===== src/sv/cts2ms_pkg.sv =====
// ============================================================================
// cts2ms_pkg : shared types for the civil timestamp to Unix milliseconds unit
// Holds the stage records that travel between the pipeline modules and the
// month start table of the days-from-civil rule.
// ============================================================================
`default_nettype none

package cts2ms_pkg;

	// Offset kinds carried in the input tuser.
	localparam logic [1:0] OFS_NONE  = 2'd0;
	localparam logic [1:0] OFS_PLUS  = 2'd1;
	localparam logic [1:0] OFS_MINUS = 2'd2;

	// Width of the milliseconds field.
	localparam int unsigned MS_W        = 49;

	// Unpacked input word.
	typedef struct packed {
		logic [13:0] year;
		logic [6:0]  month;
		logic [6:0]  day;
		logic [6:0]  hour;
		logic [6:0]  minute;
		logic [6:0]  second;
		logic [1:0]  offset_kind;
		logic [6:0]  offset_hours;
		logic [6:0]  offset_minutes;
		logic [9:0]  frac_val;
		logic [1:0]  frac_ndig;
	} in_t;

	// After range check, March-based year and month decode.
	typedef struct packed {
		logic        ok;
		logic [13:0] y;
		logic [5:0]  era;
		logic [8:0]  mstart;
		logic [6:0]  day;
		logic [6:0]  hour;
		logic [6:0]  minute;
		logic [6:0]  second;
		logic [1:0]  okind;
		logic [6:0]  ohours;
		logic [6:0]  ominutes;
		logic [16:0] frac;
	} s1_t;

	// Year of era, day of year, time of day moved to UTC.
	typedef struct packed {
		logic               ok;
		logic [5:0]         era;
		logic [8:0]         yoe;
		logic [8:0]         doy;
		logic signed [19:0] sadj;
		logic [16:0]        frac;
	} s2_t;

	// Day of era.
	typedef struct packed {
		logic               ok;
		logic [5:0]         era;
		logic [17:0]        doe;
		logic signed [19:0] sadj;
		logic [16:0]        frac;
	} s3_t;

	// Days since 1970-01-01.
	typedef struct packed {
		logic               ok;
		logic signed [23:0] days;
		logic signed [19:0] sadj;
		logic [16:0]        frac;
	} s4_t;

	// Seconds since the epoch in UTC.
	typedef struct packed {
		logic               ok;
		logic signed [39:0] secs;
		logic [16:0]        frac;
	} s5_t;

	// Result word.
	typedef struct packed {
		logic            ok;
		logic [MS_W-1:0] ms;
	} s6_t;

	// First day of each month counted from March 1, i.e. (153 * mp + 2) / 5.
	function automatic logic [8:0] month_start(input logic [3:0] mp);
		logic [8:0] r;
		case (mp)
			4'd0:    r = 9'd0;
			4'd1:    r = 9'd31;
			4'd2:    r = 9'd61;
			4'd3:    r = 9'd92;
			4'd4:    r = 9'd122;
			4'd5:    r = 9'd153;
			4'd6:    r = 9'd184;
			4'd7:    r = 9'd214;
			4'd8:    r = 9'd245;
			4'd9:    r = 9'd275;
			4'd10:   r = 9'd306;
			4'd11:   r = 9'd337;
			default: r = 9'd0;
		endcase
		return r;
	endfunction

endpackage

`default_nettype wire


===== src/sv/cts2ms_front.sv =====
// ============================================================================
// cts2ms_front : stages 1 and 2 of the timestamp pipeline
// Checks field ranges, splits the year into era and year of era, decodes the
// day of year and forms the time of day with the zone offset applied.
// ============================================================================
`default_nettype none

module cts2ms_front (
	input  wire logic             clk,
	input  wire logic             arst_n,
	input  wire logic             en,
	input  wire logic             in_valid,
	input  wire cts2ms_pkg::in_t  in_word,
	output logic                  valid_s2,
	output cts2ms_pkg::s2_t       data_s2
);
	import cts2ms_pkg::*;

	logic valid_s1;
	s1_t  data_s1;
	s1_t  s1_next;
	s2_t  s2_next;

	// Stage 1: range check, year shift for Jan/Feb, era by reciprocal.
	always_comb begin
		logic [9:0]  y16;
		logic [15:0] era_prod;
		logic [3:0]  mp;
		s1_next.ok = (in_word.year >= 14'd1970) &&
			(in_word.month >= 7'd1) && (in_word.month <= 7'd12) &&
			(in_word.day >= 7'd1) && (in_word.day <= 7'd31) &&
			(in_word.hour <= 7'd23) && (in_word.minute <= 7'd59) &&
			(in_word.second <= 7'd60);
		s1_next.y = in_word.year - ((in_word.month <= 7'd2) ? 14'd1 : 14'd0);
		// y / 400 = (y / 16) / 25, and x / 25 = (x * 41) >> 10 for x below 625.
		y16 = s1_next.y[13:4];
		era_prod = 16'(y16) * 16'd41;
		s1_next.era = era_prod[15:10];
		mp = (in_word.month > 7'd2) ? 4'(in_word.month - 7'd3) : 4'(in_word.month + 7'd9);
		s1_next.mstart = month_start(mp);
		s1_next.day = in_word.day;
		s1_next.hour = in_word.hour;
		s1_next.minute = in_word.minute;
		s1_next.second = in_word.second;
		s1_next.okind = in_word.offset_kind;
		s1_next.ohours = in_word.offset_hours;
		s1_next.ominutes = in_word.offset_minutes;
		case (in_word.frac_ndig)
			2'd1:    s1_next.frac = 17'(in_word.frac_val) * 17'd100;
			2'd2:    s1_next.frac = 17'(in_word.frac_val) * 17'd10;
			2'd3:    s1_next.frac = 17'(in_word.frac_val);
			default: s1_next.frac = 17'd0;
		endcase
	end

	// Stage 2: year of era, day of year, seconds of day adjusted to UTC.
	always_comb begin
		logic [13:0] era400;
		logic [13:0] yoe_w;
		logic [19:0] tod;
		logic [19:0] offs;
		era400 = 14'(data_s1.era) * 14'd400;
		yoe_w = data_s1.y - era400;
		tod = 20'(data_s1.hour) * 20'd3600 + 20'(data_s1.minute) * 20'd60 +
			20'(data_s1.second);
		offs = 20'(data_s1.ohours) * 20'd3600 + 20'(data_s1.ominutes) * 20'd60;
		s2_next.ok = data_s1.ok;
		s2_next.era = data_s1.era;
		s2_next.yoe = yoe_w[8:0];
		s2_next.doy = data_s1.mstart + 9'(data_s1.day) - 9'd1;
		case (data_s1.okind)
			OFS_PLUS:  s2_next.sadj = $signed(tod - offs);
			OFS_MINUS: s2_next.sadj = $signed(tod + offs);
			default:   s2_next.sadj = $signed(tod);
		endcase
		s2_next.frac = data_s1.frac;
	end

	always_ff @(posedge clk or negedge arst_n) begin
		if (!arst_n) begin
			valid_s1 <= 1'b0;
			valid_s2 <= 1'b0;
		end else if (en) begin
			valid_s1 <= in_valid;
			valid_s2 <= valid_s1;
		end
	end

	always_ff @(posedge clk) begin
		if (en) begin
			data_s1 <= s1_next;
			data_s2 <= s2_next;
		end
	end

endmodule

`default_nettype wire


===== src/sv/cts2ms_days.sv =====
// ============================================================================
// cts2ms_days : stages 3 and 4 of the timestamp pipeline
// Forms the day of era and then the day count relative to 1970-01-01.
// ============================================================================
`default_nettype none

module cts2ms_days (
	input  wire logic             clk,
	input  wire logic             arst_n,
	input  wire logic             en,
	input  wire logic             valid_s2,
	input  wire cts2ms_pkg::s2_t  data_s2,
	output logic                  valid_s4,
	output cts2ms_pkg::s4_t       data_s4
);
	import cts2ms_pkg::*;

	logic valid_s3;
	s3_t  data_s3;
	s3_t  s3_next;
	s4_t  s4_next;

	// Stage 3: doe = yoe * 365 + yoe / 4 - yoe / 100 + doy.
	always_comb begin
		logic [17:0] cent;
		if (data_s2.yoe >= 9'd300) begin
			cent = 18'd3;
		end else if (data_s2.yoe >= 9'd200) begin
			cent = 18'd2;
		end else if (data_s2.yoe >= 9'd100) begin
			cent = 18'd1;
		end else begin
			cent = 18'd0;
		end
		s3_next.ok = data_s2.ok;
		s3_next.era = data_s2.era;
		s3_next.doe = 18'(data_s2.yoe) * 18'd365 + 18'(data_s2.yoe[8:2]) - cent +
			18'(data_s2.doy);
		s3_next.sadj = data_s2.sadj;
		s3_next.frac = data_s2.frac;
	end

	// Stage 4: days = era * 146097 + doe - 719468.
	always_comb begin
		logic [23:0] era_days;
		era_days = 24'(data_s3.era) * 24'd146097;
		s4_next.ok = data_s3.ok;
		s4_next.days = $signed(era_days + 24'(data_s3.doe) - 24'd719468);
		s4_next.sadj = data_s3.sadj;
		s4_next.frac = data_s3.frac;
	end

	always_ff @(posedge clk or negedge arst_n) begin
		if (!arst_n) begin
			valid_s3 <= 1'b0;
			valid_s4 <= 1'b0;
		end else if (en) begin
			valid_s3 <= valid_s2;
			valid_s4 <= valid_s3;
		end
	end

	always_ff @(posedge clk) begin
		if (en) begin
			data_s3 <= s3_next;
			data_s4 <= s4_next;
		end
	end

endmodule

`default_nettype wire


===== src/sv/cts2ms_scale.sv =====
// ============================================================================
// cts2ms_scale : stages 5 and 6 of the timestamp pipeline
// Scales days to seconds, seconds to milliseconds, and zeroes invalid words.
// ============================================================================
`default_nettype none

module cts2ms_scale (
	input  wire logic             clk,
	input  wire logic             arst_n,
	input  wire logic             en,
	input  wire logic             valid_s4,
	input  wire cts2ms_pkg::s4_t  data_s4,
	output logic                  valid_s6,
	output cts2ms_pkg::s6_t       data_s6
);
	import cts2ms_pkg::*;

	logic valid_s5;
	s5_t  data_s5;
	s5_t  s5_next;
	s6_t  s6_next;

	// Stage 5: seconds = days * 86400 + adjusted time of day.
	always_comb begin
		logic signed [39:0] dext;
		dext = 40'(data_s4.days);
		s5_next.ok = data_s4.ok;
		s5_next.secs = dext * 40'sd86400 + 40'(data_s4.sadj);
		s5_next.frac = data_s4.frac;
	end

	// Stage 6: milliseconds = seconds * 1000 + fraction, modulo 2^49.
	always_comb begin
		logic [MS_W-1:0] sext;
		sext = MS_W'(data_s5.secs);
		s6_next.ok = data_s5.ok;
		s6_next.ms = data_s5.ok ? (sext * MS_W'(1000) + MS_W'(data_s5.frac)) : '0;
	end

	always_ff @(posedge clk or negedge arst_n) begin
		if (!arst_n) begin
			valid_s5 <= 1'b0;
			valid_s6 <= 1'b0;
		end else if (en) begin
			valid_s5 <= valid_s4;
			valid_s6 <= valid_s5;
		end
	end

	always_ff @(posedge clk) begin
		if (en) begin
			data_s5 <= s5_next;
			data_s6 <= s6_next;
		end
	end

endmodule

`default_nettype wire


===== src/sv/civil_timestamp_to_unix_ms_unit.sv =====
// ============================================================================
// civil_timestamp_to_unix_ms_unit : split ISO 8601 timestamp to Unix ms
// Range checks a split date and time, counts days with the era based
// days-from-civil rule, applies the zone offset and fraction, and returns a
// valid flag with signed UTC milliseconds since 1970-01-01.
// ============================================================================
//
//  Channel  Dir  tdata                                         tuser
//  s_axis   in   date, time, offset magnitude, fraction        offset kind
//  m_axis   out  unix_ms, 49 bit two's complement              valid_res
//
// Six register stages take one word per cycle unless the output stalls; the day
// count chain sets the depth. A result moves through stages 1 to 6 in order and is
// presented from stage 6, where it can be taken when the output is not stalled.
// The asynchronous reset clears only the stage valid bits; data is not reset.
// All stages advance together whenever the output register is empty or being
// taken, so a stall holds every word and every bubble in place.
// ============================================================================
`default_nettype none

module civil_timestamp_to_unix_ms_unit (
	input  wire logic        clk,
	input  wire logic        arst_n,
	input  wire logic        s_axis_tvalid,
	output logic             s_axis_tready,
	// From bit 0 up: year[13:0], month[20:14], day[27:21], hour[34:28],
	// minute[41:35], second[48:42], offset_hours[55:49],
	// offset_minutes[62:56], frac_val[72:63], frac_ndig[74:73],
	// zero fill[79:75].
	input  wire logic [79:0] s_axis_tdata,
	// From bit 0 up: offset_kind[1:0].
	input  wire logic [1:0]  s_axis_tuser,
	output logic             m_axis_tvalid,
	input  wire logic        m_axis_tready,
	// From bit 0 up: unix_ms[48:0], zero fill[55:49].
	output logic [55:0]      m_axis_tdata,
	// From bit 0 up: valid_res[0].
	output logic [0:0]       m_axis_tuser
);
	import cts2ms_pkg::*;

	logic en;
	in_t  in_word;
	logic valid_s2;
	s2_t  data_s2;
	logic valid_s4;
	s4_t  data_s4;
	logic valid_s6;
	s6_t  data_s6;

	// The whole pipe moves when the output register can take a new word.
	assign en = !valid_s6 || m_axis_tready;
	assign s_axis_tready = en;

	// Unpack the stream word into named fields.
	always_comb begin
		in_word.year = s_axis_tdata[13:0];
		in_word.month = s_axis_tdata[20:14];
		in_word.day = s_axis_tdata[27:21];
		in_word.hour = s_axis_tdata[34:28];
		in_word.minute = s_axis_tdata[41:35];
		in_word.second = s_axis_tdata[48:42];
		in_word.offset_hours = s_axis_tdata[55:49];
		in_word.offset_minutes = s_axis_tdata[62:56];
		in_word.frac_val = s_axis_tdata[72:63];
		in_word.frac_ndig = s_axis_tdata[74:73];
		in_word.offset_kind = s_axis_tuser;
	end

	// Stages 1 and 2: range check, calendar decode and time of day in UTC.
	cts2ms_front u_front (
		.clk      (clk),
		.arst_n   (arst_n),
		.en       (en),
		.in_valid (s_axis_tvalid),
		.in_word  (in_word),
		.valid_s2 (valid_s2),
		.data_s2  (data_s2)
	);

	// Stages 3 and 4: day of era and days since the epoch.
	cts2ms_days u_days (
		.clk      (clk),
		.arst_n   (arst_n),
		.en       (en),
		.valid_s2 (valid_s2),
		.data_s2  (data_s2),
		.valid_s4 (valid_s4),
		.data_s4  (data_s4)
	);

	// Stages 5 and 6: seconds, then milliseconds; stage 6 is the output register.
	cts2ms_scale u_scale (
		.clk      (clk),
		.arst_n   (arst_n),
		.en       (en),
		.valid_s4 (valid_s4),
		.data_s4  (data_s4),
		.valid_s6 (valid_s6),
		.data_s6  (data_s6)
	);

	assign m_axis_tvalid = valid_s6;
	assign m_axis_tdata = {7'd0, data_s6.ms};
	assign m_axis_tuser = data_s6.ok;

endmodule

`default_nettype wire

===== config.mk =====
export PLATFORM = sky130hd
export DESIGN_NAME = civil_timestamp_to_unix_ms_unit
export DESIGN_NICKNAME = d
export VERILOG_FILES = /design/src/sv/cts2ms_pkg.sv /design/src/sv/cts2ms_front.sv /design/src/sv/cts2ms_days.sv /design/src/sv/cts2ms_scale.sv /design/src/sv/civil_timestamp_to_unix_ms_unit.sv
export SDC_FILE = /design/constraint.sdc
export NUM_CORES = 2
export LEC_CHECK = 0
export BUFFER_PORTS_ARGS = -buffer_cell sky130_fd_sc_hd__buf_2
export CAP_MARGIN = 30
export CORE_MARGIN = 8
export CORE_UTILIZATION = 55
export DETAILED_ROUTE_END_ITERATION = 6
export HOLD_SLACK_MARGIN = 0.03
export MAX_ROUTING_LAYER = met4
export PLACE_DENSITY_LB_ADDON = 0.25
export SYNTH_ARGS = -nofsm -noshare
export SYNTH_HDL_FRONTEND = slang
export SYNTH_SLANG_ARGS = --single-unit

===== constraint.sdc =====
create_clock -name clk -period 17.2 [get_ports clk]
set_clock_uncertainty 0.1 [all_clocks]
set_input_delay 2.58 -clock clk [delete_from_list [all_inputs] [get_ports clk]]
set_output_delay 2.58 -clock clk [all_outputs]
set_load 0.005 [all_outputs]

==> results.ini <==
[worst_setup_path]
crit_top_cell=a21oi_1
crit_end=u_scale.data_s5[56]$_DFFE_PP_
r2r_slack_ns=9.97
crit_path_start=u_days.data_s4[41]$_DFFE_PP_
endpoint_kind=flip-flop
timing.rr.end=u_scale.data_s5[56]$_DFFE_PP_
crit_type=flip-flop to flip-flop
r2r_cells=29
crit_required_ns=17.42
reg2reg_from=u_days.data_s4[41]$_DFFE_PP_
start_kind=flip-flop
crit_path_max_fanout=5
worstPathArrival_ns=7.45
cpMaxStageDelayCell=fa_1
slowest_delay_ns=0.52

[sta]
worstMarginPinSlew_ns=0.950
setup_viol=0
finalMaxSlewViolations=0
fmax_ghz=0.138
finalCritPeriodShare_pct=42.0
setup_slack_ns=9.97
rsz0062_at_grt=false
min_period_ns=7.23
finalHoldViolCount=0
tns_ns=0
whs_ns=0.312
slew_headroom_pct=36.6

[clock_network]
clock-sinks=386
cts-root-buf=clkbuf_16
path_clk_slew_ns=0.06
h-tree-depth=2
ctsHoldBuffers=0
postCtsSetupRepairBufs=0
cts_tree=yes
cts_resized=0
cts_max_path_buffers=3
clock_latency_ns=0.58
cts-buffers-inserted=46

[cells_and_area]
fillers=5871
multi_input_area_sq_um=25200
area_growth_pct=8.09
seq_area_sq_um=11600
drive_gt1_share_pct=7.55
nNetsFinal=4771
final_common_cell=ha_1
finalNonFillerCells=4674
antenna_cells=0
layout_common_cells=ha_1 (636), inv_1 (555), edfxtp_1 (380), fa_1 (350), xnor2_1 (199)

[synthesis]
synth_fa_ha_area_share_pct=38.3
synth_compound_area_share_pct=10.5
postSynthAreaPerCell_sq_um=11.0
yosys_warnings=0
synth-xor-area-share_pct=6.58
synthFlopType=edfxtp_1
synth_edf_count=380
synthCells=3554
synthSimpleGateAreaFrac_pct=8.47
ys_types=104
syn_area_sq_um=39100
synth_top_family_by_area=adder cells
synth_seq_cells=386
async_reset_ff_share_pct=1.55
synth.area.mux_share_pct=0.548
seq_area_frac_synth_pct=29.6

[floorplan]
start_util_pct=55.7
core-area_sq_um=70100
die_area_sq_um=79800
ios=145
chipWidth_um=283
row_count=97
dieHeight_um=283

[grt]
grt_usage_pct=17.9
grt_pass1_vias=25300
antenna_found_initial=1
global_route.overflow_total=0
grt_pass1_wl_um=117000
grt_max_degree=152

[route]
vias=24700
drtPass1Iterations=5
drt-initial-drc-count=997
drt_wl_total_um=67600
detail_route.wl_per_cell_um=14.5
drcViolationCount=0
ant_nets=0
routed_via_density=5.29

[job]
drv_cap=0

[placement]
io_buffers=132
place_congestion=0.876
dp_hpwl_um=55300
dp_cells=4590
post-place-ws_ns=9.67

[outcome]
status=complete, no violations

[hold_path]
hp-class=flip-flop to flip-flop

## Yosys cell counts, types with 12 or more instances
master	count	area [sq um]
inv_1	556	2090
nor2b_1	38	238
o21ai_0	109	546
edfxtp_1	380	11400
a21o_1	76	571
a31oi_1	20	125
nor2_1	159	597
a211o_1	13	114
xnor2_1	199	1740
and2_1	27	169
clkbuf_1	25	93.8
nor4_1	12	75.1
fa_1	350	7010
o211ai_1	16	120
ha_1	636	7960
nand2_1	136	510
and3_1	26	163
or3_1	21	131
a21oi_1	188	941
o21a_1	25	188
nand4_1	28	175
or2_2	16	100
nand3_1	42	210
nand2b_1	25	156
nor3_1	60	300
a211oi_1	27	203
xor2_1	87	762
o21bai_1	36	270
## registers in the layout, summed over array words and instances, names as in the netlist, 50 cells and up
name	flops
u_front.data_s1	86
u_days.data_s3	62
u_days.data_s4	62
u_front.data_s2	62
u_scale.data_s5	58
u_scale.data_s6	50
## worst min path at each step
stage	start	depth (start not counted)	slack, ns	endpoint
global route	u_front.data_s2[4]$_DFFE_PP_	0	0.32	u_days.data_s3[4]$_DFFE_PP_
global placement	u_days.data_s4[7]$_DFFE_PP_	0	0.30	u_scale.data_s5[7]$_DFFE_PP_
finish	u_days.data_s3[23]$_DFFE_PP_	0	0.31	u_days.data_s4[23]$_DFFE_PP_
CTS	u_days.data_s3[23]$_DFFE_PP_	0	0.31	u_days.data_s4[23]$_DFFE_PP_
floorplan	u_front.data_s2[0]$_DFFE_PP_	0	0.30	u_days.data_s3[0]$_DFFE_PP_
detailed placement	u_front.data_s2[10]$_DFFE_PP_	0	0.30	u_days.data_s3[10]$_DFFE_PP_
## layer usage
layer	up-vias	wire, um	GRT usage, %
met3	111	2040	2.09
li1	12600	-	-
met1	11700	31500	22.8
met4	0	1720	4.77
met2	303	32300	30.3
met5	-	0	-
## cell type report
type,instances,share of cell area [%]
multi-input cells,2571,59.6
flip-flops and latches,386,27.4
inverters,556,4.96
clock buffers,53,2.79
well taps,940,2.78
repair buffers,138,1.75
clock inverters,30,0.720
## worst max-delay path: cells and delay by family, from the launching register on
kind | cells | cell delay [ns]
simple gates | 4 | 0.57
fa+ha+maj | 7 | 2.78
xor+xnor | 3 | 0.42
compound gates | 13 | 2.49
flops | 1 | 0.50
buf+inv | 2 | 0.10
## through the flow
stage	area [sq um]	util, %
final	42200	60.2
after global placement	40700	58.1
after floorplan	39100	-
after global routing	42200	60.2
after detailed placement	40700	58.1
after CTS	42200	60.2
## cells by family after synthesis
family                   count (synthesis)
adder cells (fa/ha/maj)                986
AND/OR/NAND/NOR                        643
AO/OA/AOI/OAI                          625
buffers and inverters                  603
flip-flops                             386
XOR/XNOR                               290
multiplexers                            20
other                                    1
Power is not shown: default switching activity piles up to over one toggle a cycle in this logic, so the estimate is an artifact.
